**config.mk**
```make
export PLATFORM = sky130hd
export DESIGN_NAME = acalc_datapath
export DESIGN_NICKNAME = d
export VERILOG_FILES = /design/src/rtl/acalc_pkg.sv /design/src/rtl/acalc_div.sv /design/src/rtl/acalc_datapath.sv
export SDC_FILE = /design/constraint.sdc
export NUM_CORES = 2
export LEC_CHECK = 0
export BUFFER_PORTS_ARGS = -buffer_cell sky130_fd_sc_hd__buf_4
export CAP_MARGIN = 10
export CORE_ASPECT_RATIO = 2
export CORE_MARGIN = 2
export CORE_UTILIZATION = 65
export CTS_CLUSTER_DIAMETER = 150
export DETAILED_ROUTE_END_ITERATION = 12
export PLACE_DENSITY = 0.82
export SETUP_SLACK_MARGIN = 0.4
export SLEW_MARGIN = 25
export SYNTH_ARGS = -nofsm -noshare
export SYNTH_HDL_FRONTEND = slang
export SYNTH_SLANG_ARGS = --single-unit
```
**constraint.sdc**
```tcl
create_clock -name clk_i -period 10.18 [get_ports clk_i]
set_clock_uncertainty 0.05 [all_clocks]
set_input_delay 0.509 -clock clk_i [delete_from_list [all_inputs] [get_ports clk_i]]
set_output_delay 0.509 -clock clk_i [all_outputs]
set_load 0.03 [all_outputs]
```
**src/rtl/acalc_pkg.sv**
```systemverilog
// ----------------------------------------------------------------------------
// acalc_pkg
// Shared types and constants for the ASCII expression calculator.
// ----------------------------------------------------------------------------
package acalc_pkg;

  localparam int unsigned CharW = 8;
  localparam int unsigned DataW = 32;
  localparam int unsigned ErrW  = 2;
  localparam int unsigned CntW  = $clog2(DataW);

  localparam logic [CharW-1:0] CharPlus  = 8'h2B;
  localparam logic [CharW-1:0] CharMinus = 8'h2D;
  localparam logic [CharW-1:0] CharStar  = 8'h2A;
  localparam logic [CharW-1:0] CharSlash = 8'h2F;
  localparam logic [DataW-1:0] AsciiZero = 32'd48;

  typedef enum logic [1:0] {
    OP_ADD = 2'd0,
    OP_SUB = 2'd1,
    OP_MUL = 2'd2,
    OP_DIV = 2'd3
  } op_e;

  typedef enum logic [ErrW-1:0] {
    ERR_OK          = 2'd0,
    ERR_DIV_ZERO    = 2'd1,
    ERR_NO_OPERATOR = 2'd2
  } err_e;

  // controller to datapath
  typedef struct packed {
    logic accum;
    logic div_start;
    logic load_out;
  } acalc_cmd_t;

  // datapath to controller
  typedef struct packed {
    logic div_needed;
    logic div_busy;
  } acalc_sts_t;

endpackage

```
**src/rtl/acalc_div.sv**
```systemverilog
// ----------------------------------------------------------------------------
// acalc_div
// Iterative signed divider, one quotient bit per cycle, truncating to zero.
// ----------------------------------------------------------------------------
module acalc_div import acalc_pkg::*; (
  input  logic             clk_i,
  input  logic             rst_ni,
  input  logic             start_i,
  input  logic [DataW-1:0] dividend_i,
  input  logic [DataW-1:0] divisor_i,
  output logic             busy_o,
  output logic [DataW-1:0] quotient_o
);

  logic             busy_q, busy_d;
  logic [CntW-1:0]  cnt_q, cnt_d;
  logic [DataW-1:0] rem_q, rem_d;
  logic [DataW-1:0] quo_q, quo_d;
  logic [DataW-1:0] dvs_q, dvs_d;
  logic             neg_q, neg_d;
  logic [DataW:0]   trial;
  logic [DataW:0]   diff;

  assign trial = {rem_q, quo_q[DataW-1]};
  assign diff  = trial - {1'b0, dvs_q};

  always_comb begin
    busy_d = busy_q;
    cnt_d  = cnt_q;
    rem_d  = rem_q;
    quo_d  = quo_q;
    dvs_d  = dvs_q;
    neg_d  = neg_q;
    if (start_i) begin
      busy_d = 1'b1;
      cnt_d  = '0;
      rem_d  = '0;
      quo_d  = dividend_i[DataW-1] ? (~dividend_i + 1'b1) : dividend_i;
      dvs_d  = divisor_i[DataW-1] ? (~divisor_i + 1'b1) : divisor_i;
      neg_d  = dividend_i[DataW-1] ^ divisor_i[DataW-1];
    end else if (busy_q) begin
      if (!diff[DataW]) begin
        rem_d = diff[DataW-1:0];
        quo_d = {quo_q[DataW-2:0], 1'b1};
      end else begin
        rem_d = trial[DataW-1:0];
        quo_d = {quo_q[DataW-2:0], 1'b0};
      end
      cnt_d = cnt_q + 1'b1;
      if (cnt_q == CntW'(DataW - 1)) begin
        busy_d = 1'b0;
      end
    end
  end

  always_ff @(posedge clk_i or negedge rst_ni) begin
    if (!rst_ni) begin
      busy_q <= 1'b0;
      cnt_q  <= '0;
    end else begin
      busy_q <= busy_d;
      cnt_q  <= cnt_d;
    end
  end

  always_ff @(posedge clk_i) begin
    rem_q <= rem_d;
    quo_q <= quo_d;
    dvs_q <= dvs_d;
    neg_q <= neg_d;
  end

  assign busy_o     = busy_q;
  assign quotient_o = neg_q ? (~quo_q + 1'b1) : quo_q;

endmodule

```
**src/rtl/acalc_datapath.sv**
```systemverilog
// ----------------------------------------------------------------------------
// acalc_datapath
// Operand accumulation, operator latch, arithmetic and output payload.
// ----------------------------------------------------------------------------
module acalc_datapath import acalc_pkg::*; (
  input  logic                    clk_i,
  input  logic                    rst_ni,
  input  logic [CharW-1:0]        char_byte_i,
  input  acalc_cmd_t              cmd_i,
  output acalc_sts_t              sts_o,
  output logic signed [DataW-1:0] result_value_o,
  output logic [ErrW-1:0]         error_code_o
);

  logic             second_q, second_d;
  op_e              op_q, op_d;
  logic [DataW-1:0] first_q, first_d;
  logic [DataW-1:0] opb_q, opb_d;
  logic [DataW-1:0] res_q, res_d;
  err_e             err_q, err_d;
  logic [DataW-1:0] acc_sel;
  logic [DataW-1:0] acc_next;
  logic [DataW-1:0] quotient;
  logic             div_busy;
  logic             is_op;
  op_e              char_op;

  acalc_div u_div (
    .clk_i      (clk_i),
    .rst_ni     (rst_ni),
    .start_i    (cmd_i.div_start),
    .dividend_i (first_q),
    .divisor_i  (opb_q),
    .busy_o     (div_busy),
    .quotient_o (quotient)
  );

  always_comb begin
    is_op   = 1'b1;
    char_op = OP_ADD;
    unique case (char_byte_i)
      CharPlus:  char_op = OP_ADD;
      CharMinus: char_op = OP_SUB;
      CharStar:  char_op = OP_MUL;
      CharSlash: char_op = OP_DIV;
      default:   is_op   = 1'b0;
    endcase
  end

  // acc * 10 + (byte - 48)
  assign acc_sel  = second_q ? opb_q : first_q;
  assign acc_next = (acc_sel << 3) + (acc_sel << 1)
                  + ({{(DataW-CharW){1'b0}}, char_byte_i} - AsciiZero);

  always_comb begin
    second_d = second_q;
    op_d     = op_q;
    first_d  = first_q;
    opb_d    = opb_q;
    res_d    = res_q;
    err_d    = err_q;
    if (cmd_i.load_out) begin
      err_d = ERR_OK;
      res_d = '0;
      if (!second_q) begin
        err_d = ERR_NO_OPERATOR;
      end else begin
        unique case (op_q)
          OP_ADD: res_d = first_q + opb_q;
          OP_SUB: res_d = first_q - opb_q;
          OP_MUL: res_d = first_q * opb_q;
          OP_DIV: begin
            if (opb_q == '0) begin
              err_d = ERR_DIV_ZERO;
            end else begin
              res_d = quotient;
            end
          end
          default: res_d = '0;
        endcase
      end
      second_d = 1'b0;
      op_d     = OP_ADD;
      first_d  = '0;
      opb_d    = '0;
    end else if (cmd_i.accum) begin
      if (second_q) begin
        opb_d = acc_next;
      end else if (is_op) begin
        op_d     = char_op;
        second_d = 1'b1;
      end else begin
        first_d = acc_next;
      end
    end
  end

  always_ff @(posedge clk_i or negedge rst_ni) begin
    if (!rst_ni) begin
      second_q <= 1'b0;
      op_q     <= OP_ADD;
      first_q  <= '0;
      opb_q    <= '0;
    end else begin
      second_q <= second_d;
      op_q     <= op_d;
      first_q  <= first_d;
      opb_q    <= opb_d;
    end
  end

  always_ff @(posedge clk_i) begin
    res_q <= res_d;
    err_q <= err_d;
  end

  assign sts_o.div_needed = second_q && (op_q == OP_DIV) && (opb_q != '0);
  assign sts_o.div_busy   = div_busy;
  assign result_value_o   = res_q;
  assign error_code_o     = err_q;

endmodule

```
* Word level (Yosys, flattened, before mapping) *
Index checks and enable logic that the tools add are counted.

cells by class
  add/sub/neg operators = 10
  multipliers = 1
  divide/modulo/power cells = 0
  $lt $le $gt $ge = 0
  eq/ne operators = 10
  shifts and indexed selects = 0
  multiplexer cells = 33
  bitwise logic cells = 4
  reductions and logical operators = 14

operator list
  operator               number
  $mux 32                13
  $pmux 32 s4            1
  $add 32x1->32 const B  3
  $add 32x32->32         3
  $not 32->32            3
  $mux 31                2
  $sub 33x32->33         1
  $eq 8x6->1 const B     4
  $logic_not 32->1       1
  $mul 32x32->32         1
  $reduce_bool 32->1     1
  $sub 32x32->32         1
  $mux 1                 10
  $mux 5                 2
  $sub 8x6->9 const B    1
  $mux 2                 4
  $reduce_bool 2->1      4
  $pmux 2 s3             1
  $reduce_and 3->1       2
  $add 5x1->5 const B    1
  $eq 5x5->1 const B     1
  $eq 2x2->1 const B     2
  $ne 2x2->1 const B     2
  $reduce_and 2->1       2
  5 further kinds        6

storage, ports and cells
  bits in registers = 204
  bits in latches = 0
  RAM bits = 0
  bits in read-only memories = 0
  bits of input ports = 13
  memories = 0

* Depth between registers and ports, before layout *
  word-level depth = 7
  mapped depth = 28
  depth with buffers taken out = 26

* Cells and area by module *
Synthesis repeated with hierarchy kept, for this count alone.

unflattened totals
  cells, all modules = 3,745
  area total of the unflattened synthesis = 32,697.6 um^2

modules (own cells, without submodules)
  module          times used  cells an instance  area each (um^2)
  acalc_datapath  1           2,855              25,040.3
  acalc_div       1           890                7,657.3

* Worst setup path before layout *
Ideal clock, no wire load.

  kind = input-to-reg
  start = input port char_byte_i[4]
  end = register opb_q[29]
  arrival time = 7.366 ns
  required time = 9.991 ns
  slack = 2.625 ns
  stages on the path = 14
  buffers on the path = 0
  path through = ha_1 -> nor3_1 -> fa_1 -> ha_1 -> a21o_1 -> a21o_1 -> a2111oi_0 -> nor2_1 -> a211oi_1 -> a21oi_1 -> a221o_1 -> a21o_1 -> nor4_1 -> a2111oi_0

between the ends
  longest elaborated chain between the ends = 5

ends and longest elaborated chain
  what                  RTL line               text
  from (decl)           acalc_datapath.sv:8    input logic [CharW-1:0] char_byte_i,
  $sub 8x6->9           acalc_datapath.sv:53   + ({{(DataW-CharW){1'b0}}, char_byte_i} - AsciiZero);
  $add 32x32->32        acalc_datapath.sv:53
  $mux 32               acalc_datapath.sv:87   if (second_q) begin
  $mux 32               acalc_datapath.sv:86   end else if (cmd_i.accum) begin
  $mux 32               acalc_datapath.sv:62   if (cmd_i.load_out) begin
  to (signal assigned)  acalc_datapath.sv:108  opb_q <= opb_d;
  to (decl)             acalc_datapath.sv:18   logic [DataW-1:0] opb_q, opb_d;

Every way passes these cells. The select of a mux whose other input is x is not followed.
A chain may end at the register's enable or synchronous reset.

* Worst setup path in the final report *
  start = register first_q[5]
  end = register res_q[31] (netlist: result_value_o[31]), data pin

between the ends
  longest elaborated chain between the ends = 2

ends and longest elaborated chain
  what                                    RTL line               text
  from (decl)                             acalc_datapath.sv:17   logic [DataW-1:0] first_q, first_d;
  from (signal assigned)                  acalc_datapath.sv:107  first_q <= first_d;
  $mul 32x32->32 (tied with other cells)  acalc_datapath.sv:71   OP_MUL: res_d = first_q * opb_q;
  $pmux 32 s4 (*)                         acalc_datapath.sv:68   unique case (op_q)
  to (signal assigned)                    acalc_datapath.sv:113  res_q <= res_d;
  to (decl)                               acalc_datapath.sv:19   logic [DataW-1:0] res_q, res_d;

Every way passes the cells marked *; elsewhere a longest branch is shown, timed or not.

==> impl_metrics.py <==
metrics = {
    "min_path": {
        "whs_path_depth": 2,
        "hold_class": "primary input to register",
        "whs_endpoint": "second_q",
        "worst_hold_startpoint": "cmd_i[2]",
    },
    "synth": {
        "synth.largest_area_cell": "fa_1",
        "yosysTopAreaCellShare_pct": 27.4,
        "async_flop_share_pct": 35.8,
        "synth_area_um2": 32100,
        "ys_ff_latch": 204,
        "yosys_most_used_dff": "edfxtp_1",
        "synth_edf_count": 99,
        "synth_area_leaders": "fa_1, edfxtp_1, ha_1",
        "synth_nets": 4307,
        "syn_inst": 3630,
        "synth_common_cells": "inv_1, nand2_1, fa_1, and2_1, ha_1",
        "syn_area_per_cell_um2": 8.84,
        "yosysSeqAreaShare_pct": 16.9,
        "synth_cell_types": 79,
        "yosys_warnings": 0,
        "yosysMostFrequentCell": "inv_1",
    },
    "setup_path": {
        "path_cells": "buf_4 > nand2_1 > fa_1 > inv_1 > fa_1 > fa_1 > inv_1 > fa_1 > inv_1 > fa_1 > ha_1 > fa_1 > fa_1 > ha_1 > a2111oi_0 > nand2b_1 > o311a_1 > a211o_1 > o211ai_1 > o21ai_0 > xnor2_1 > o22ai_1 > o31a_1",
        "crit_top_cell": "fa_1",
        "cp.arrival_ns": 8.47,
        "timing.reg2reg.worst_path_depth": 23,
        "cp_slowest_cell": "dfrtp_1",
        "reg2reg_slack_ns": 1.95,
        "cp-start-kind": "register",
        "crit_type": "register to register",
        "cp_top_family": "adder cells",
        "cp-end-kind": "register",
        "crit_buf_inv": 4,
        "cp_data_required_time_ns": 10.42,
        "slowest_delay_ns": 0.96,
        "worstPathMaxFanout": 18,
        "r2r_start": "first_q[5]",
        "r2r_end": "result_value_o[31]",
    },
    "power_and_ir_drop": {
        "p_int_w": 0.00289,
        "comb_power_share_pct": 59.9,
        "p_switching_w": 0.00270,
        "clockPowerShare_pct": 17.2,
        "ir_worst_vdd_mv": 0.177,
        "powerDensity_nw_per_um2": 165,
        "cellLeakagePower_nw": 16.2,
        "pwr-share-seq_pct": 22.9,
        "switching_share_pct": 48.3,
    },
    "floorplanning": {
        "die_area_um2": 51300,
        "die_height_um": 318,
        "ioPinCount": 49,
        "fp.coreArea_um2": 48900,
        "initial_core_util_pct": 65.6,
        "die_w_um": 161,
        "row_count": 115,
    },
    "sta": {
        "setup_viol": 0,
        "finalCriticalPeriod_ns": 8.23,
        "timing.fmax_mhz": 121,
        "maxSlewViolCount": 0,
        "rsz0062_at_grt": "false",
        "tns_ns": 0,
        "worstMarginPinSlew_ns": 1.07,
        "final-hold-violation-count": 0,
        "slew_headroom_pct": 29.0,
        "fin_crit_sh_pct": 80.9,
    },
    "final_layout": {
        "final_cells": 4220,
        "final_nets": 4236,
        "multi_input_area_um2": 24100,
        "drive_gt1_share_pct": 6.15,
        "areaGrowthSynthToFinish_pct": 5.71,
        "seq_area_um2": 5440,
        "final_area_um2": 33900,
        "antenna_cells": 0,
        "num-fill-cells": 3896,
    },
    "job": {
        "cap_violations": 0,
    },
    "route": {
        "avgRoutedWirePerCell_um": 23.5,
        "drc": 0,
        "dr_total_vias": 26841,
        "drtIter0Drc": 2665,
        "wl_um": 99300,
        "via_per_inst": 6.36,
        "drtAntennaViolNets": 0,
        "dr.pass1.iters": 6,
    },
    "clock_network": {
        "clockBufferDepth": 3,
        "cts.htree.levels": 1,
        "ctsResizeCount": 0,
        "cts.sinks": 204,
        "cts_buffers": 24,
        "cts-root-buf": "clkbuf_16",
        "cts_setup_buffers": 0,
        "cts_tree": "yes",
        "clk_pin_slew_ns": 0.06,
        "clk_latency_ns": 0.54,
    },
    "global_route": {
        "overflow": 0,
        "grt_max_degree": 83,
        "grt_use_total_pct": 39.8,
        "grt_pass1_vias": 28353,
        "antenna_found_initial": 1,
        "grt_pass1_wl_um": 157000,
    },
    "placed_design": {
        "place_hpwl_um": 75300,
        "gp_congestion": 1.03,
        "place_area_um2": 33100,
        "port_buffers": 48,
        "dp_cells": 4175,
    },
    "run_status": {
        "status": "finished clean",
    },
}
## power groups by stage
stage	Sequential [W]	Combinational [W]	Clock (W)
floorplan	0.00118	0.00234	0
global placement	0.00127	0.00318	0
detailed placement	0.00128	0.00324	0
CTS	0.00127	0.00327	0.000966
global route	0.00129	0.00365	0.000996
finish	0.00128	0.00335	0.000962
## cell usage in the layout (no fill, tap or decap), types with 16 or more instances in the layout
cell type	n
a211oi_1	19
a311oi_1	19
xnor2_1	167
buf_4	128
nand2_1	458
o21a_1	18
nor2_1	178
and3_1	18
dfrtp_1	71
fa_1	439
o211ai_1	16
ha_1	225
a21oi_1	174
nor2b_1	20
o22ai_1	16
mux2_2	24
dfxtp_1	32
xor2_1	111
a21o_1	53
edfxtp_1	99
o31ai_1	38
or3_1	28
clkbuf_16	24
nand2b_1	24
o21ai_0	97
nor3_1	27
nand3_1	36
and2_1	312
inv_1	462
## worst max path at each step
stage / from / to / slack, ns / cells past startpoint
after global placement: opb_q[10] / result_value_o[27] / 2.25 / 22
after CTS: first_q[5] / result_value_o[27] / 2.04 / 23
final: first_q[5] / result_value_o[31] / 1.95 / 23
after floorplan: char_byte_i[4] / opb_q[29] / 2.63 / 14
after global routing: first_q[5] / result_value_o[31] / 1.55 / 23
after detailed placement: first_q[5] / result_value_o[27] / 2.06 / 23
## state kept, by name, indices dropped and copies added (netlist names), 5 cells and up
| signal | flops |
|---|---|
| result_value_o | 32 |
| u_div.dvs_q | 32 |
| u_div.cnt_q | 5 |
| u_div.quo_q | 32 |
| first_q | 32 |
| opb_q | 32 |
| u_div.rem_q | 32 |
## layout make-up
type	count	area share, %
timing repair buffer	130	2.89
clock inverter	12	0.660
multi-input combinational	2736	71.0
clock buffer	32	1.89
tap	643	2.37
inverter	463	5.12
sequential	204	16.0
## cell families (layout without fill, tap and decap cells)
| group | count (synthesis) | after routing | share of synthesized area (%) |
|---|---|---|---|
| buffers and inverters | 690 | 637 | 8.08 |
| AO/OA/AOI/OAI | 580 | 580 | 11.9 |
| adder cells (fa/ha/maj) | 664 | 664 | 36.1 |
| multiplexers | 38 | 38 | 1.29 |
| AND/OR/NAND/NOR | 1173 | 1173 | 17.9 |
| flip-flops | 204 | 204 | 16.9 |
| XOR/XNOR | 281 | 281 | 7.71 |
## stage by stage
stage          total power [W]  hold WS [ns]  util, %  setup WS [ns]
4_1_cts                0.00550        0.0911     69.3           2.04
3_5_place_dp           0.00452         0.445     67.6           2.06
3_3_place_gp           0.00445         0.435     67.5           2.25
2_1_floorplan          0.00352         0.163        -           2.63
6_report               0.00560         0.188     69.4           1.95
5_1_grt                0.00594         0.198     69.4           1.55
## layer usage
metal	up-vias	GRT usage, %	wire length [um]
met5	-	0	0
met4	0	30.4	10100
met3	554	6.85	9190
met2	1588	64.5	46200
met1	13078	47.1	33800
li1	11621	-	-
## what timing repair did
action | 4_1_cts | 5_1_grt
endpoints found under the setup margin | 0 | 0
hold buffers | 0 | 1
endpoints found under the hold margin | 0 | 18
No activity file was read; power rests on OpenSTA's default activity.
