[config.mk]
export PLATFORM = sky130hd
export DESIGN_NAME = acalc_ctrl
export DESIGN_NICKNAME = d
export VERILOG_FILES = /design/src/rtl/acalc_pkg.sv /design/src/rtl/acalc_ctrl.sv
export SDC_FILE = /design/constraint.sdc
export NUM_CORES = 1
export LEC_CHECK = 0
export ABC_AREA = 1
export BUFFER_PORTS_ARGS = -buffer_cell sky130_fd_sc_hd__buf_2
export CORE_AREA = 2 2 39 41
export DETAILED_ROUTE_END_ITERATION = 8
export DIE_AREA = 0 0 41 43
export SYNTH_ARGS = -nofsm -noshare
export SYNTH_HDL_FRONTEND = slang
export SYNTH_SLANG_ARGS = --single-unit
export TNS_END_PERCENT = 1
[constraint.sdc]
create_clock -name clk_i -period 2.6 [get_ports clk_i]
set_input_delay 0.13 -clock clk_i [delete_from_list [all_inputs] [get_ports clk_i]]
set_output_delay 0.13 -clock clk_i [all_outputs]
set_load 0.02 [all_outputs]
[src/rtl/acalc_pkg.sv]
// ----------------------------------------------------------------------------
// acalc_pkg
// Shared types and constants for the ASCII expression calculator.
// ----------------------------------------------------------------------------
package acalc_pkg;

  localparam int unsigned CharW = 8;
  localparam int unsigned DataW = 32;
  localparam int unsigned ErrW  = 2;
  localparam int unsigned CntW  = $clog2(DataW);

  localparam logic [CharW-1:0] CharPlus  = 8'h2B;
  localparam logic [CharW-1:0] CharMinus = 8'h2D;
  localparam logic [CharW-1:0] CharStar  = 8'h2A;
  localparam logic [CharW-1:0] CharSlash = 8'h2F;
  localparam logic [DataW-1:0] AsciiZero = 32'd48;

  typedef enum logic [1:0] {
    OP_ADD = 2'd0,
    OP_SUB = 2'd1,
    OP_MUL = 2'd2,
    OP_DIV = 2'd3
  } op_e;

  typedef enum logic [ErrW-1:0] {
    ERR_OK          = 2'd0,
    ERR_DIV_ZERO    = 2'd1,
    ERR_NO_OPERATOR = 2'd2
  } err_e;

  // controller to datapath
  typedef struct packed {
    logic accum;
    logic div_start;
    logic load_out;
  } acalc_cmd_t;

  // datapath to controller
  typedef struct packed {
    logic div_needed;
    logic div_busy;
  } acalc_sts_t;

endpackage

[src/rtl/acalc_ctrl.sv]
// ----------------------------------------------------------------------------
// acalc_ctrl
// Line controller: accepts bytes, sequences the divide, hands off results.
// ----------------------------------------------------------------------------
module acalc_ctrl import acalc_pkg::*; (
  input  logic       clk_i,
  input  logic       rst_ni,
  input  logic       in_valid_i,
  input  logic       end_of_line_i,
  output logic       in_ready_o,
  output logic       out_valid_o,
  input  logic       out_ready_i,
  output acalc_cmd_t cmd_o,
  input  acalc_sts_t sts_i
);

  typedef enum logic [2:0] {
    ST_IDLE = 3'b001,
    ST_DIV  = 3'b010,
    ST_DONE = 3'b100
  } state_e;

  state_e state_q, state_d;
  logic   out_valid_q, out_valid_d;
  logic   in_acc;

  assign in_ready_o = (state_q == ST_IDLE);
  assign in_acc     = in_valid_i && in_ready_o;

  always_comb begin
    state_d         = state_q;
    out_valid_d     = out_valid_q && !out_ready_i;
    cmd_o.accum     = 1'b0;
    cmd_o.div_start = 1'b0;
    cmd_o.load_out  = 1'b0;
    unique case (state_q)
      ST_IDLE: begin
        if (in_acc) begin
          if (!end_of_line_i) begin
            cmd_o.accum = 1'b1;
          end else if (sts_i.div_needed) begin
            cmd_o.div_start = 1'b1;
            state_d         = ST_DIV;
          end else begin
            state_d = ST_DONE;
          end
        end
      end
      ST_DIV: begin
        if (!sts_i.div_busy) begin
          state_d = ST_DONE;
        end
      end
      ST_DONE: begin
        if (!out_valid_q || out_ready_i) begin
          cmd_o.load_out = 1'b1;
          out_valid_d    = 1'b1;
          state_d        = ST_IDLE;
        end
      end
      default: state_d = ST_IDLE;
    endcase
  end

  always_ff @(posedge clk_i or negedge rst_ni) begin
    if (!rst_ni) begin
      state_q     <= ST_IDLE;
      out_valid_q <= 1'b0;
    end else begin
      state_q     <= state_d;
      out_valid_q <= out_valid_d;
    end
  end

  assign out_valid_o = out_valid_q;

endmodule

Word level (Yosys, flattened, before mapping)
Index checks and enable logic that the tools add are counted.
- register bits after elaboration: 4
- output and inout bits: 5
- equal/unequal tests: 7
- mux-type cells: 15
- reduce and logical (&&, ||, !) cells: 6
- operator list (operator ; count):
    $mux 3 ; 5
    $pmux 3 s3 ; 1
    $mux 1 ; 7
    $ne 2x2->1 const B ; 3
    $mux 2 ; 2
    $reduce_and 4->1 ; 1
    $eq 3x1->1 const B ; 1
    $eq 3x2->1 const B ; 1
    $eq 3x3->1 const B ; 1
    $logic_and 1x1->1 ; 2
    $logic_not 1->1 ; 2
    $ne 2x1->1 const B ; 1
    $logic_or 1x1->1 ; 1

Depth between registers and ports, before layout
Gate-level depths: netlist of run 1.
- word-level depth: 4
- depth in mapped cells: 6

Worst setup path before layout of run 1
Ideal clock, no wire load.
- kind: register to output
- start point: register state_q[0]
- end point: output port cmd_o[1] (netlist name)
- arrival time: 1.202 ns
- data required time: 2.470 ns
- path slack: 1.268 ns
- cell stages (with the launch flop): 7
- path buffers: 0
- path through: dfstp_2 inv_2 nor2_4 nand2_2 inv_2 nand2_2 nor2_1
- RTL lines (what ; RTL line ; text):
    start: declaration ; acalc_ctrl.sv:23 ; state_e state_q, state_d;
    start signal: assignment ; acalc_ctrl.sv:70 ; state_q <= state_d;
    end: declaration ; acalc_ctrl.sv:13 ; output acalc_cmd_t cmd_o,

==> results.md, run 1 <==
- Counting flops with an async set or reset pin after synthesis yields a share of between 90% and 100%.
- During synthesis, Yosys emitted a total of 0 warnings.
- For this run, the total global-route usage over all layers was measured as under 10%.
- The die is ~40 um wide.
- After synthesis, the cell types taking the most area are sky130_fd_sc_hd__dfrtp_1 29%, sky130_fd_sc_hd__dfstp_2 10%, sky130_fd_sc_hd__nand2_1 10%.
- The mux share of post-synthesis cell area is 0%.
- The average footprint of a synthesized cell is 7.264 um^2.
- The pre-CTS setup slack is approximately 1.4 ns.
- The detailed router used layers up to and including met3.
- The cell at the slowest stage of the critical path is sky130_fd_sc_hd__dfstp_2.
- After synthesis, the largest family of logic cells by area is simple AND/OR/NAND/NOR gates.
- The final routed wire length divided by cell count is 7.809 um.
- The floorplan step defined a die boundary enclosing 1763 um^2.
- The hold violation count in the final report is 0.
- The worst hold path class is input port to flip-flop.
- The relative max-transition margin is a little over four fifths.
- The top flip-flop cell by instance count after synthesis is sky130_fd_sc_hd__dfrtp_1.
- The finished cells cover between 300 and 400 um^2.
- The non-filler instance count after layout is 68.
- Entering global routing, the biggest net connects 6 pins.
- Based on the critical path, the design can be clocked at up to just under 700 MHz.
- 12 I/O pins were placed.
- IR analysis of the VDD net gives a maximum drop of 0.3124 mV.
- The initial antenna violation count was 0.
- For this run, the slowest stage of the critical path takes roughly 0.53 ns.
- The post-CTS setup buffer count is 0.
- The layout-stage area growth over the synthesis result is 42.58%.
- STA classifies the critical path endpoint as a primary output.
- For this run, design rule violations remaining after detail routing come to 0.
- The slew at the pin closest to its max-slew limit is about 0.23 ns.
- The flow ran to the end, and the final reports show no timing, DRC or antenna violations.
- After detailed routing, the total wire length is roughly 530 um.
- Once detail routing completed, the nets flagged for antenna violations numbered 0.
- In this run, distinct cell masters in the synthesized netlist total 15.
- The maximum buffer depth of the clock tree is 2.
- The number of nets in the layout is 60.
- The cell count after synthesis is 36.
- After detailed routing, the number of vias per cell comes to 4.029.
- The number of DRC markers after the initial detailed-route iteration is 1.
- Across all setup checks in the final design, the least slack found is 1.117 ns.
- The chip height is 43 um.
- The antenna diode instance count is 0.
- After synthesis the netlist holds a flip-flop and latch count of 4.
- The critical path is of the flip-flop to primary output type.
- STA puts the critical path data required time at approximately 2.5 ns.
- The XOR/XNOR share of the synthesized area is 0%.
- For this design the static power due to leakage is 0.0002152 uW.
- The sequential share of the synthesized area is ~39%.
- The number of enable flip-flop cells after synthesis is 0.
- The wire length of the first global-routing pass is 910 um.
- The number of H-tree branching levels is 1.
- The post-CTS resize count is 0.
- The congestion estimate from routability-driven global placement came to between 0.7 and 0.8.
- At the later pin of the worst-skew pair, clock insertion delay measures 0.24 ns.
- The max capacitance violation total is 0.
- The clock tree root driver cell is sky130_fd_sc_hd__clkbuf_4.
- The first TritonRoute pass finished after 2 iterations.
- Setup repair after global routing left no endpoint under its margin.
- After clock tree synthesis, the flow added hold-fix buffers numbering 1.
- The area after detailed placement is around 340 um^2.
- The effective utilization at floorplan is a little under a fifth.
- The post-synth net total is between 40 and 50.
- The final count of pins violating max slew is 0.
- The via count of the routed design is 274.
- STA classifies the critical path startpoint as a flip-flop.
- The number of instances in the placed design is 63.
- The final cell utilization of the core is between 20% and 30%.
- The ratio of final minimum period to clock period is approximately 57%.
- Input and output buffers added on the ports amount to 11.
- The total area inside the core boundary comes to between 1000 and 1500 um^2.
- The synthesized netlist devotes a little under a tenth of its cell area to compound gates.
- The maximum net fanout on the critical path is 3.
- The HPWL after detailed placement is approximately 450 um.
- For this run the aggregate overflow at the end of global routing stands at 0.
- The routed wire length on met2 is 291 um.
- The synthesized area is around 260 um^2.
- The number of global-route vias before repair was between 200 and 300.
- The synthesized-area fraction occupied by and/or/nand/nor cells is between 40 and 50%.
- After clock tree synthesis, the clock-pin slew on the worst setup and hold paths is ~0.040 ns.
- The setup TNS is 0 ns.
- The final period demand of the worst path is between 1 and 1.5 ns.
- The synthesized netlist devotes 0% of its cell area to adder and majority cells.
- The number of setup violations in the final report is 0.
- The site row count is 14.
- The top-area cell type share of the netlist area is 28.71%.
- The detailed router put a total of around 210 um of wire on met1.
- The largest clock skew in the final design is approximately 0.0021 ns.
- The routed design uses just over 30 um of met3 wire.
- The TritonCTS clock tree is built.
- For this design, the sink count on the clock tree is 4.
- Summed over all instances, the cell type with the most area after synthesis is sky130_fd_sc_hd__dfrtp_1.
- Walking the worst path, the cells encountered are inv_2 > nor2_4 > nand2_2 > inv_2 > nand2_2 > nor2_1 > buf_2.
- For the worst setup path, the data arrival time is 1.35 ns.
- In this run the power density over the cells is about 1100 nW/um^2.
- In this run, CTS created clock tree buffers numbering 3.
- The post-route netlist has between 40 and 50% of its cells at a drive strength greater than 1.
==> where the power goes <==
part           internal (uW)  switching (uW)
Clock                   57.8            28.1
Combinational           69.3             130
Sequential              92.0            24.1
==> cell type report <==
type,instances,area (um^2)
clock buffer,4,26.28
timing repair buffer,12,65.06
fill,143,1011
multi-input combinational,26,137.6
tap,16,20.02
sequential,4,101.3
inverter,6,22.52
==> registers in the layout, indices dropped and copies added (netlist names) <==
| register | flops |
|---|---|
| state_q | 3 |
| out_valid_o | 1 |
==> logic make-up (layout without fill, tap and decap cells) <==
group | count (synthesis) | in the layout
AOI/OAI and AO/OA | 4 | 4
DFF | 4 | 4
and+or+nand+nor | 22 | 22
buffers and inverters | 6 | 22
==> cell usage after synthesis (2+ instances only) <==
cell type	number
sky130_fd_sc_hd__dfrtp_1	3
sky130_fd_sc_hd__inv_1	3
sky130_fd_sc_hd__inv_2	3
sky130_fd_sc_hd__nand2_1	7
sky130_fd_sc_hd__nand2_2	2
sky130_fd_sc_hd__nand3_1	3
sky130_fd_sc_hd__nor2_1	7
==> worst paths after layout <==
check | startpoint | to | slack, ns | depth (start not counted)
min in group asynchronous | rst_ni | state_q[2]$_DFFE_PN0P_ | 0.23 | 2
max in group asynchronous | rst_ni | state_q[0]$_DFFE_PN1P_ | 2.17 | 2
min reg2reg | out_valid_o$_DFF_PN0_ | out_valid_o$_DFF_PN0_ | 0.55 | 2
max | state_q[0]$_DFFE_PN1P_ | cmd_o[1] | 1.12 | 7
max reg2reg | state_q[0]$_DFFE_PN1P_ | state_q[2]$_DFFE_PN0P_ | 1.52 | 5
min | out_ready_i | out_valid_o$_DFF_PN0_ | 0.11 | 2
==> critical path: cells and delay by family, from the launching register on <==
| family | cells | cell delay [ns] |
|---|---|---|
| AND/OR/NAND/NOR | 4 | 0.30 |
| buffers and inverters | 3 | 0.28 |
| flip-flops | 1 | 0.53 |
==> layout by cell type (no fill, tap or decap), drive strengths merged <==
cell,Yosys,layout
o21ai,3,3
nor2,8,8
a21oi,1,1
nand2,9,9
clkbuf,0,4
dlygate4sd3,0,1
dfrtp,3,3
nand3,4,4
dfstp,1,1
nand4,1,1
inv,6,6
buf,0,11
==> metrics by stage <==
stage | hold slack [ns] | power, uW
CTS | 0.1056 | 410.1
global placement | -0.06520 | 314.4
finish | 0.1088 | 401.5
floorplan | -0.1656 | 265.8
global route | 0.1032 | 444.1
detailed placement | -0.05965 | 317.8
==> routing by layer <==
metal,track usage (%),up-vias
met3,2.094,0
met5,0,-
met1,7.767,119
met4,13.33,0
li1,-,148
met2,10.94,7
No activity file was read; power rests on OpenSTA's default activity.
==> run 2, diff against run 1 <==
clock period = 1.45 ns   (was 2.6 ns; I/O delays follow)
==> run 2 against run 1 <==
  * Non-clock buffer count increased by 4
  * First-iteration DRC count unchanged
  * Die area unchanged
  * Combinational power increased by 130%
  * Wire length increased by 2.1%
  * Clock power increased by 71%
==> results.md, run 2 (synthesis gave the netlist of run 1 again) <==
- The TritonCTS buffer count is 3 (unchanged).
- The worst hold path begins at out_ready_i.
- The number of optimization iterations in the first detailed-route pass is 2 (unchanged).
- The run finished with clean final reports.
- Compared with the post-synthesis result, the final layout area differs by 57.89%.
- The global placer's final weighted congestion is 0.7174 (-2.2%).
- The register with the most flip-flops is state_q.
- The number of flip-flops in the largest register is 3 (unchanged).
- The reg-to-reg startpoint is state_q[0]$_DFFE_PN1P_.
- The overall overflow remaining after global route came to 0 (unchanged).
- The wire length of the first global-routing pass is 1007 um (+11%).
- The initial antenna violation count is 0 (unchanged).
- The clock latency of the later-clocked register in the worst-skew pair was 0.23 ns (about the same).
- The buffering stage count on the worst path with inverters included is 3 (unchanged).
- The remaining number of nets flagged by the antenna check after routing is 0 (unchanged).
- The area of the core region came to 1384 um^2 (unchanged).
- The antenna diode instance count was 0 (unchanged).
- The final count of pins violating max slew is 0 (unchanged).
- The setup TNS is 0 ns (unchanged).
- The largest vdd supply drop was 0.6662 mV (+110%).
- The worst hold path terminates at out_valid_o$_DFF_PN0_.
- The post-CTS clock slew at the launch and capture registers of the worst setup and hold paths was 0.04 ns (about the same).
- The final cell utilization of the core is 29.84% (+2.9 points).
- The non-filler instance count after layout is 72 (+5.9%).
- The ratio of total power to cell area was 1970 nW/um^2 (+83%).
- The worst reg2reg path depth is 6 (+1).
- The slew at the pin closest to its max-slew limit is 0.2208 ns (-0.004383 ns).
- The critical path depth in cells is 7 (unchanged).
- The via count of the routed design is 280 (+2.2%).
- The share of final-layout standard cells stronger than drive strength 1 is 50.00% (+3.8 points).
- The width of the die was 41 um (unchanged).
- The ratio of final minimum period to clock period is 98.48%.
- The port buffer count is 11 (unchanged).
- The number of H-tree branching levels was 1 (unchanged).
- The number of clock sinks seen by CTS is 4 (unchanged).
- The critical path in this run is classified as flip-flop to primary output.
- The clock period could shrink to 1.428 ns.
- The number of setup violations in the final report came to 0 (unchanged).
- The site row count came to 14 (unchanged).
- The vias per cell is 3.889 (-3.5%).
- The top cell types in the final layout, fill and taps aside, are 8 x sky130_fd_sc_hd__buf_2, 7 x sky130_fd_sc_hd__nand2_1, 7 x sky130_fd_sc_hd__nor2_1, 7 x sky130_fd_sc_hd__buf_4.
- The relative max-transition margin was 85.28% (+0.29 points).
- The number of global-route vias before repair is 271 (-3.2%).
- The area of all placed cells without fillers was 412.9 um^2 (+11%).
- The maximum buffer depth of the clock tree was 2 (unchanged).
- On the critical path, the stage with the largest delay is an instance of sky130_fd_sc_hd__dfstp_2.
- The number of top-level pins is 12 (unchanged).
- The area after detailed placement is 336.6 um^2 (unchanged).
- The maximum number of pins on one net before global-route repair is 6 (unchanged).
- The chip height was 43 um (unchanged).
- The maximum net fanout on the critical path is 3 (unchanged).
- Setup repair after global routing could not meet its margin everywhere.
- The worst-case register-to-register setup slack is 0.27 ns (-1.25 ns).
- The total global-route track usage came to 8.350% (unchanged).
- The type of element capturing the critical path is a primary output.
- The largest stage delay on the critical path is 0.55 ns (+0.02 ns).
- The number of instances in the placed design came to 63 (unchanged).
- The worst register-to-register path ends at state_q[2]$_DFFE_PN0P_.
- The cell repeated most along the worst path is sky130_fd_sc_hd__nand2_2.
- The critical path required time is 1.38 ns (-1.09 ns).
- The kind of cell with the highest combined delay along the critical path is flip-flops.
- Traced cell by cell, the critical path runs through inv_4 > nor2_4 > nand2_2 > inv_2 > nand2_2 > nor2_1 > buf_4.
- The total length of routed wires came to 542 um (+2.1%).
- The data arrival time of the critical path came to 1.36 ns (about the same).
- The hold path depth is 2 (unchanged).
- The number of DRC markers after the initial detailed-route iteration came to 1 (unchanged).
- The fmax is approximately 700 MHz.
- The hold violation count in the final report is 0 (unchanged).
- The final routed wire length divided by cell count is 7.528 um (-3.6%).
- The startpoint type of the worst setup path is a flip-flop.
- The clock tree root driver cell is sky130_fd_sc_hd__clkbuf_4.
- The worst hold path class is input port to flip-flop.
- The die footprint is 1763 um^2 (unchanged).
- The final routed DRC violation total came to 0 (unchanged).
- The TritonCTS clock tree is built.
- The detailed-placement wirelength estimate is 433.7 um (-3.2%).
- The most frequent standard cell in the layout excluding fill and tap cells is sky130_fd_sc_hd__buf_2.
- The max capacitance violation total is 0 (unchanged).
- The largest clock skew in the final design is 0.003160 ns (+0.001074 ns).
- The effective utilization at floorplan is 18.90% (unchanged).
- The standby leakage power is 0.0002352 uW (+9.3%).
- The number of nets in the layout was 64 (+6.7%).
[run 2: cell count changes in the layout (fill, tap and decap cells not counted), sizes merged]
cell  change
buf       +4
[run 2: through the flow]
stage / total power (uW) / hold WS (ns) / setup WS (ns)
final: 813.6 / 0.06042 / 0.02207
after global routing: 902.0 / 0.07107 / -0.06729
after CTS: 726.4 / 0.05692 / 0.009206
after detailed placement: 568.9 / -0.1214 / 0.2681
after global placement: 564.0 / -0.1220 / 0.2825
after floorplan: 476.6 / -0.2231 / 0.1755
[run 2: power by group]
| part | internal, uW | switching [uW] | total, uW |
|---|---|---|---|
| logic | 205 | 248 | 453 |
| registers | 166 | 47.9 | 214 |
| clock network | 103 | 44.3 | 147 |
[run 2: how the worst max path moves through the flow]
| stage | from | to |
|---|---|---|
| detailed placement | state_q[0]$_DFFE_PN1P_ | cmd_o[1] |
| global route | state_q[0]$_DFFE_PN1P_ | cmd_o[1] |
| CTS | state_q[0]$_DFFE_PN1P_ | cmd_o[1] |
| floorplan | state_q[0]$_DFFE_PN1P_ | cmd_o[1] |
| finish | state_q[0]$_DFFE_PN1P_ | cmd_o[1] |
| global placement | state_q[0]$_DFFE_PN1P_ | cmd_o[1] |
[run 2: what timing repair did]
item	in CTS	in global routing
resized for setup	0	4
hold buffers	1	0
endpoints found under the setup margin	0	2
setup buffers	0	4
hold endpoints to repair	4	0
[run 2: per-layer routing]
metal  global-route usage [%]  vias to the layer above  share of wire, %
met5                        0                        -                 0
met3                    3.665                        0               6.6
met2                    12.19                        7                51
met1                    10.03                      121                42
li1                         -                      152                 -
met4                    4.000                        0                 0
[run 2: area by class of cell]
cell class                      instances  area, um^2
Fill cell                             151       970.9
Multi-Input combinational cell         26       137.6
Sequential cell                         4       101.3
Tap cell                               16       20.02
Inverter                                6       25.02
Timing Repair Buffer                   16       102.6
Clock buffer                            4       26.28
==> run 3, diff against run 2 <==
SLEW_MARGIN = 20   (was unset)
clock period = 1.4 ns   (was 1.45 ns; I/O delays follow)
==> run 3 against run 2 <==
  * Non-clock buffer count up 2
  * Largest cell class unchanged
  * Register-to-register slack worse by 0.13 ns
  * Total power up 7.7%
  * Global-route usage up 0.20 points
==> results.md, run 3 (synthesis gave the netlist of run 1 again) <==
- The maximum buffer depth of the clock tree is 2 (unchanged).
- From synthesis to final layout, the design area changed by 61.72%.
- The slew at the pin closest to its max-slew limit was 0.2375 ns (+0.01660 ns).
- The standby leakage power came to 0.0002437 uW (+3.6%).
- The remaining number of nets flagged by the antenna check after routing is 0 (unchanged).
- The final routed DRC violation total is 0 (unchanged).
- The number of optimization iterations in the first detailed-route pass came to 2 (unchanged).
- The run finished with clean final reports.
- The number of H-tree branching levels is 1 (unchanged).
- The most frequent standard cell in the layout excluding fill and tap cells is sky130_fd_sc_hd__buf_2.
- The wire length of the first global-routing pass is 1041 um (+3.4%).
- TritonCTS built the clock tree.
- The maximum number of pins on one net before global-route repair is 6 (unchanged).
- The ratio of total power to cell area is 2072 nW/um^2 (+5.2%).
- The detailed-placement wirelength estimate was 445.8 um (+2.8%).
- The data arrival time of the critical path is 1.31 ns (-0.05 ns).
- The total global-route track usage is 8.551% (+0.20 points).
- The clock latency of the later-clocked register in the worst-skew pair is 0.23 ns (about the same).
- The final cell utilization of the core was 30.56% (+0.72 points).
- The filler cell count in the final layout is 151 (unchanged).
- The width of the die came to 41 um (unchanged).
- Setup repair after global routing could not meet its margin everywhere.
- The vias per cell is 4.014 (+3.2%).
- The tree is rooted in a sky130_fd_sc_hd__clkbuf_4.
- The worst setup path is launched from a flip-flop.
- The hold violation count in the final report is 0 (unchanged).
- The worst-case register-to-register setup slack came to 0.14 ns (-0.13 ns).
- The final count of pins violating max slew was 0 (unchanged).
- The chip height was 43 um (unchanged).
- The area of the core region is 1384 um^2 (unchanged).
- The worst hold path begins at out_ready_i.
- The pre-CTS setup slack is 0.2179 ns (-0.05021 ns).
- The number of clock sinks seen by CTS came to 4 (unchanged).
- The site row count is 14 (unchanged).
- The effective utilization at floorplan is 18.90% (unchanged).
- The top cell types in the final layout, fill and taps aside, are 9 x sky130_fd_sc_hd__buf_2, 8 x sky130_fd_sc_hd__buf_4, 7 x sky130_fd_sc_hd__nand2_1, 7 x sky130_fd_sc_hd__nor2_1.
- The number of global-route vias before repair is 308 (+14%).
- For this run, the top clock speed supported by timing is about 730 MHz.
- The port buffer count is 11 (unchanged).
- The number of setup violations in the final report is 0 (unchanged).
- The overall overflow remaining after global route was 0 (unchanged).
- The via count of the routed design came to 297 (+6.1%).
- The final worst-path setup slack came to 0.02453 ns (+0.002461 ns).
- The TritonCTS buffer count is 3 (unchanged).
- The antenna diode instance count is 0 (unchanged).
- The max capacitance violation total came to 0 (unchanged).
- The global placer's final weighted congestion came to 0.7046 (-1.8%).
- The smallest clock period supported by the final layout is computed as between 1 and 1.5 ns.
- The initial antenna violation count is 0 (unchanged).
- The number of flip-flops in the largest register is 3 (unchanged).
- The post-CTS clock slew at the launch and capture registers of the worst setup and hold paths is 0.04 ns (about the same).
- The worst reg2reg path depth is 8 (+2).
- The number of top-level pins is 12 (unchanged).
- For hold timing, the worst endpoint is out_valid_o$_DFF_PN0_.
- The terminus of the critical flop-to-flop path is state_q[1]$_DFFE_PN0P_.
- The total length of routed wires is 610 um (+13%).
- The number of DRC markers after the initial detailed-route iteration came to 1 (unchanged).
- The hold path depth is 2 (unchanged).
- The min-delay analysis places its worst path in the category input port to flip-flop.
- The worst path uses 98.25% of the clock period.
- The worst setup path is captured at a primary output.
- The final routed wire length divided by cell count is 8.243 um (+9.5%).
- The largest clock skew in the final design is 0.0001044 ns (-0.003056 ns).
- The maximum net fanout on the critical path is 3 (unchanged).
- The critical path required time is 1.33 ns (-0.05 ns).
- The relative max-transition margin is 84.17% (-1.1 points).
- The number of instances in the placed design is 63 (unchanged).
- The largest vdd supply drop is 0.8082 mV (+21%).
- The share of final-layout standard cells stronger than drive strength 1 is 51.72% (+1.7 points).
- The setup TNS is 0 ns (unchanged).
- The setup path with the least slack is of type flip-flop to primary output.
- The worst register-to-register path begins at state_q[0]$_DFFE_PN1P_.
- Counting flops per register, the top entry is state_q.
- The die footprint is 1763 um^2 (unchanged).
- The number of nets in the layout came to 66 (+3.1%).
- The non-filler instance count after layout is 74 (+2.8%).
[run 3: changes by cell type in the layout (fill, tap and decap cells not counted)]
cell                    previous run  this run
sky130_fd_sc_hd__inv_4             1         0
sky130_fd_sc_hd__buf_2             8         9
sky130_fd_sc_hd__buf_4             7         8
sky130_fd_sc_hd__inv_2             2         3
[run 3: area by class of cell]
type	count	area, um^2	area share, %
Clock buffer	4	26.28	6.213
Tap cell	16	20.02	4.734
Timing Repair Buffer	18	115.1	27.22
Inverter	6	22.52	5.325
Multi-Input combinational cell	26	137.6	32.54
Sequential cell	4	101.3	23.96
[run 3: how the worst max path moves through the flow]
stage / startpoint / endpoint / slack (ns) / depth (start not counted)
after floorplan: state_q[0]$_DFFE_PN1P_ / cmd_o[1] / 0.13 / 6
after detailed placement: state_q[0]$_DFFE_PN1P_ / cmd_o[1] / 0.22 / 7
after global placement: state_q[0]$_DFFE_PN1P_ / cmd_o[1] / 0.23 / 7
final: state_q[0]$_DFFE_PN1P_ / cmd_o[1] / 0.02 / 7
after global routing: state_q[0]$_DFFE_PN1P_ / cmd_o[1] / -0.05 / 7
after CTS: state_q[0]$_DFFE_PN1P_ / cmd_o[1] / -0.02 / 7
[run 3: what timing repair did]
action,in CTS,in global routing
endpoints found under the hold margin,4,0
pin swaps,3,3
resized for setup,2,0
setup endpoints to repair,2,3
buffers inserted,5,1
hold buffers,1,0
[run 3: through the flow]
step | hold WS, ns | total power (uW) | cell area, um^2
after floorplan | -0.2256 | 493.7 | 261.5
after global placement | -0.1259 | 583.5 | 336.6
after detailed placement | -0.1238 | 592.8 | 336.6
after CTS | 0.04600 | 869.8 | 415.4
after global routing | 0.06192 | 949.7 | 422.9
final | 0.05197 | 876.5 | 422.9
[run 3: power by group]
part           leakage [uW]  switching, uW  internal (uW)
Clock             0.0000150           50.2            107
Sequential        0.0000497           46.3            171
Combinational      0.000179            270            232
Total              0.000244            367            510
[run 3: critical path, cell delays in order (launching register included)]
cell and delay, ns:
sky130_fd_sc_hd__dfstp_2 0.53, sky130_fd_sc_hd__inv_2 0.05, sky130_fd_sc_hd__nor2_4 0.09, sky130_fd_sc_hd__nand2_2 0.06
sky130_fd_sc_hd__inv_2 0.07, sky130_fd_sc_hd__nand2_2 0.05, sky130_fd_sc_hd__nor2_1 0.08, sky130_fd_sc_hd__buf_4 0.14
[run 3: routing by layer]
layer	global-route usage, %	wire (um)	vias up
li1	-	-	157
met1	10.03	243	133
met2	13.13	337	7
met3	0	28	0
met4	8.000	0	0
met5	0	0	-
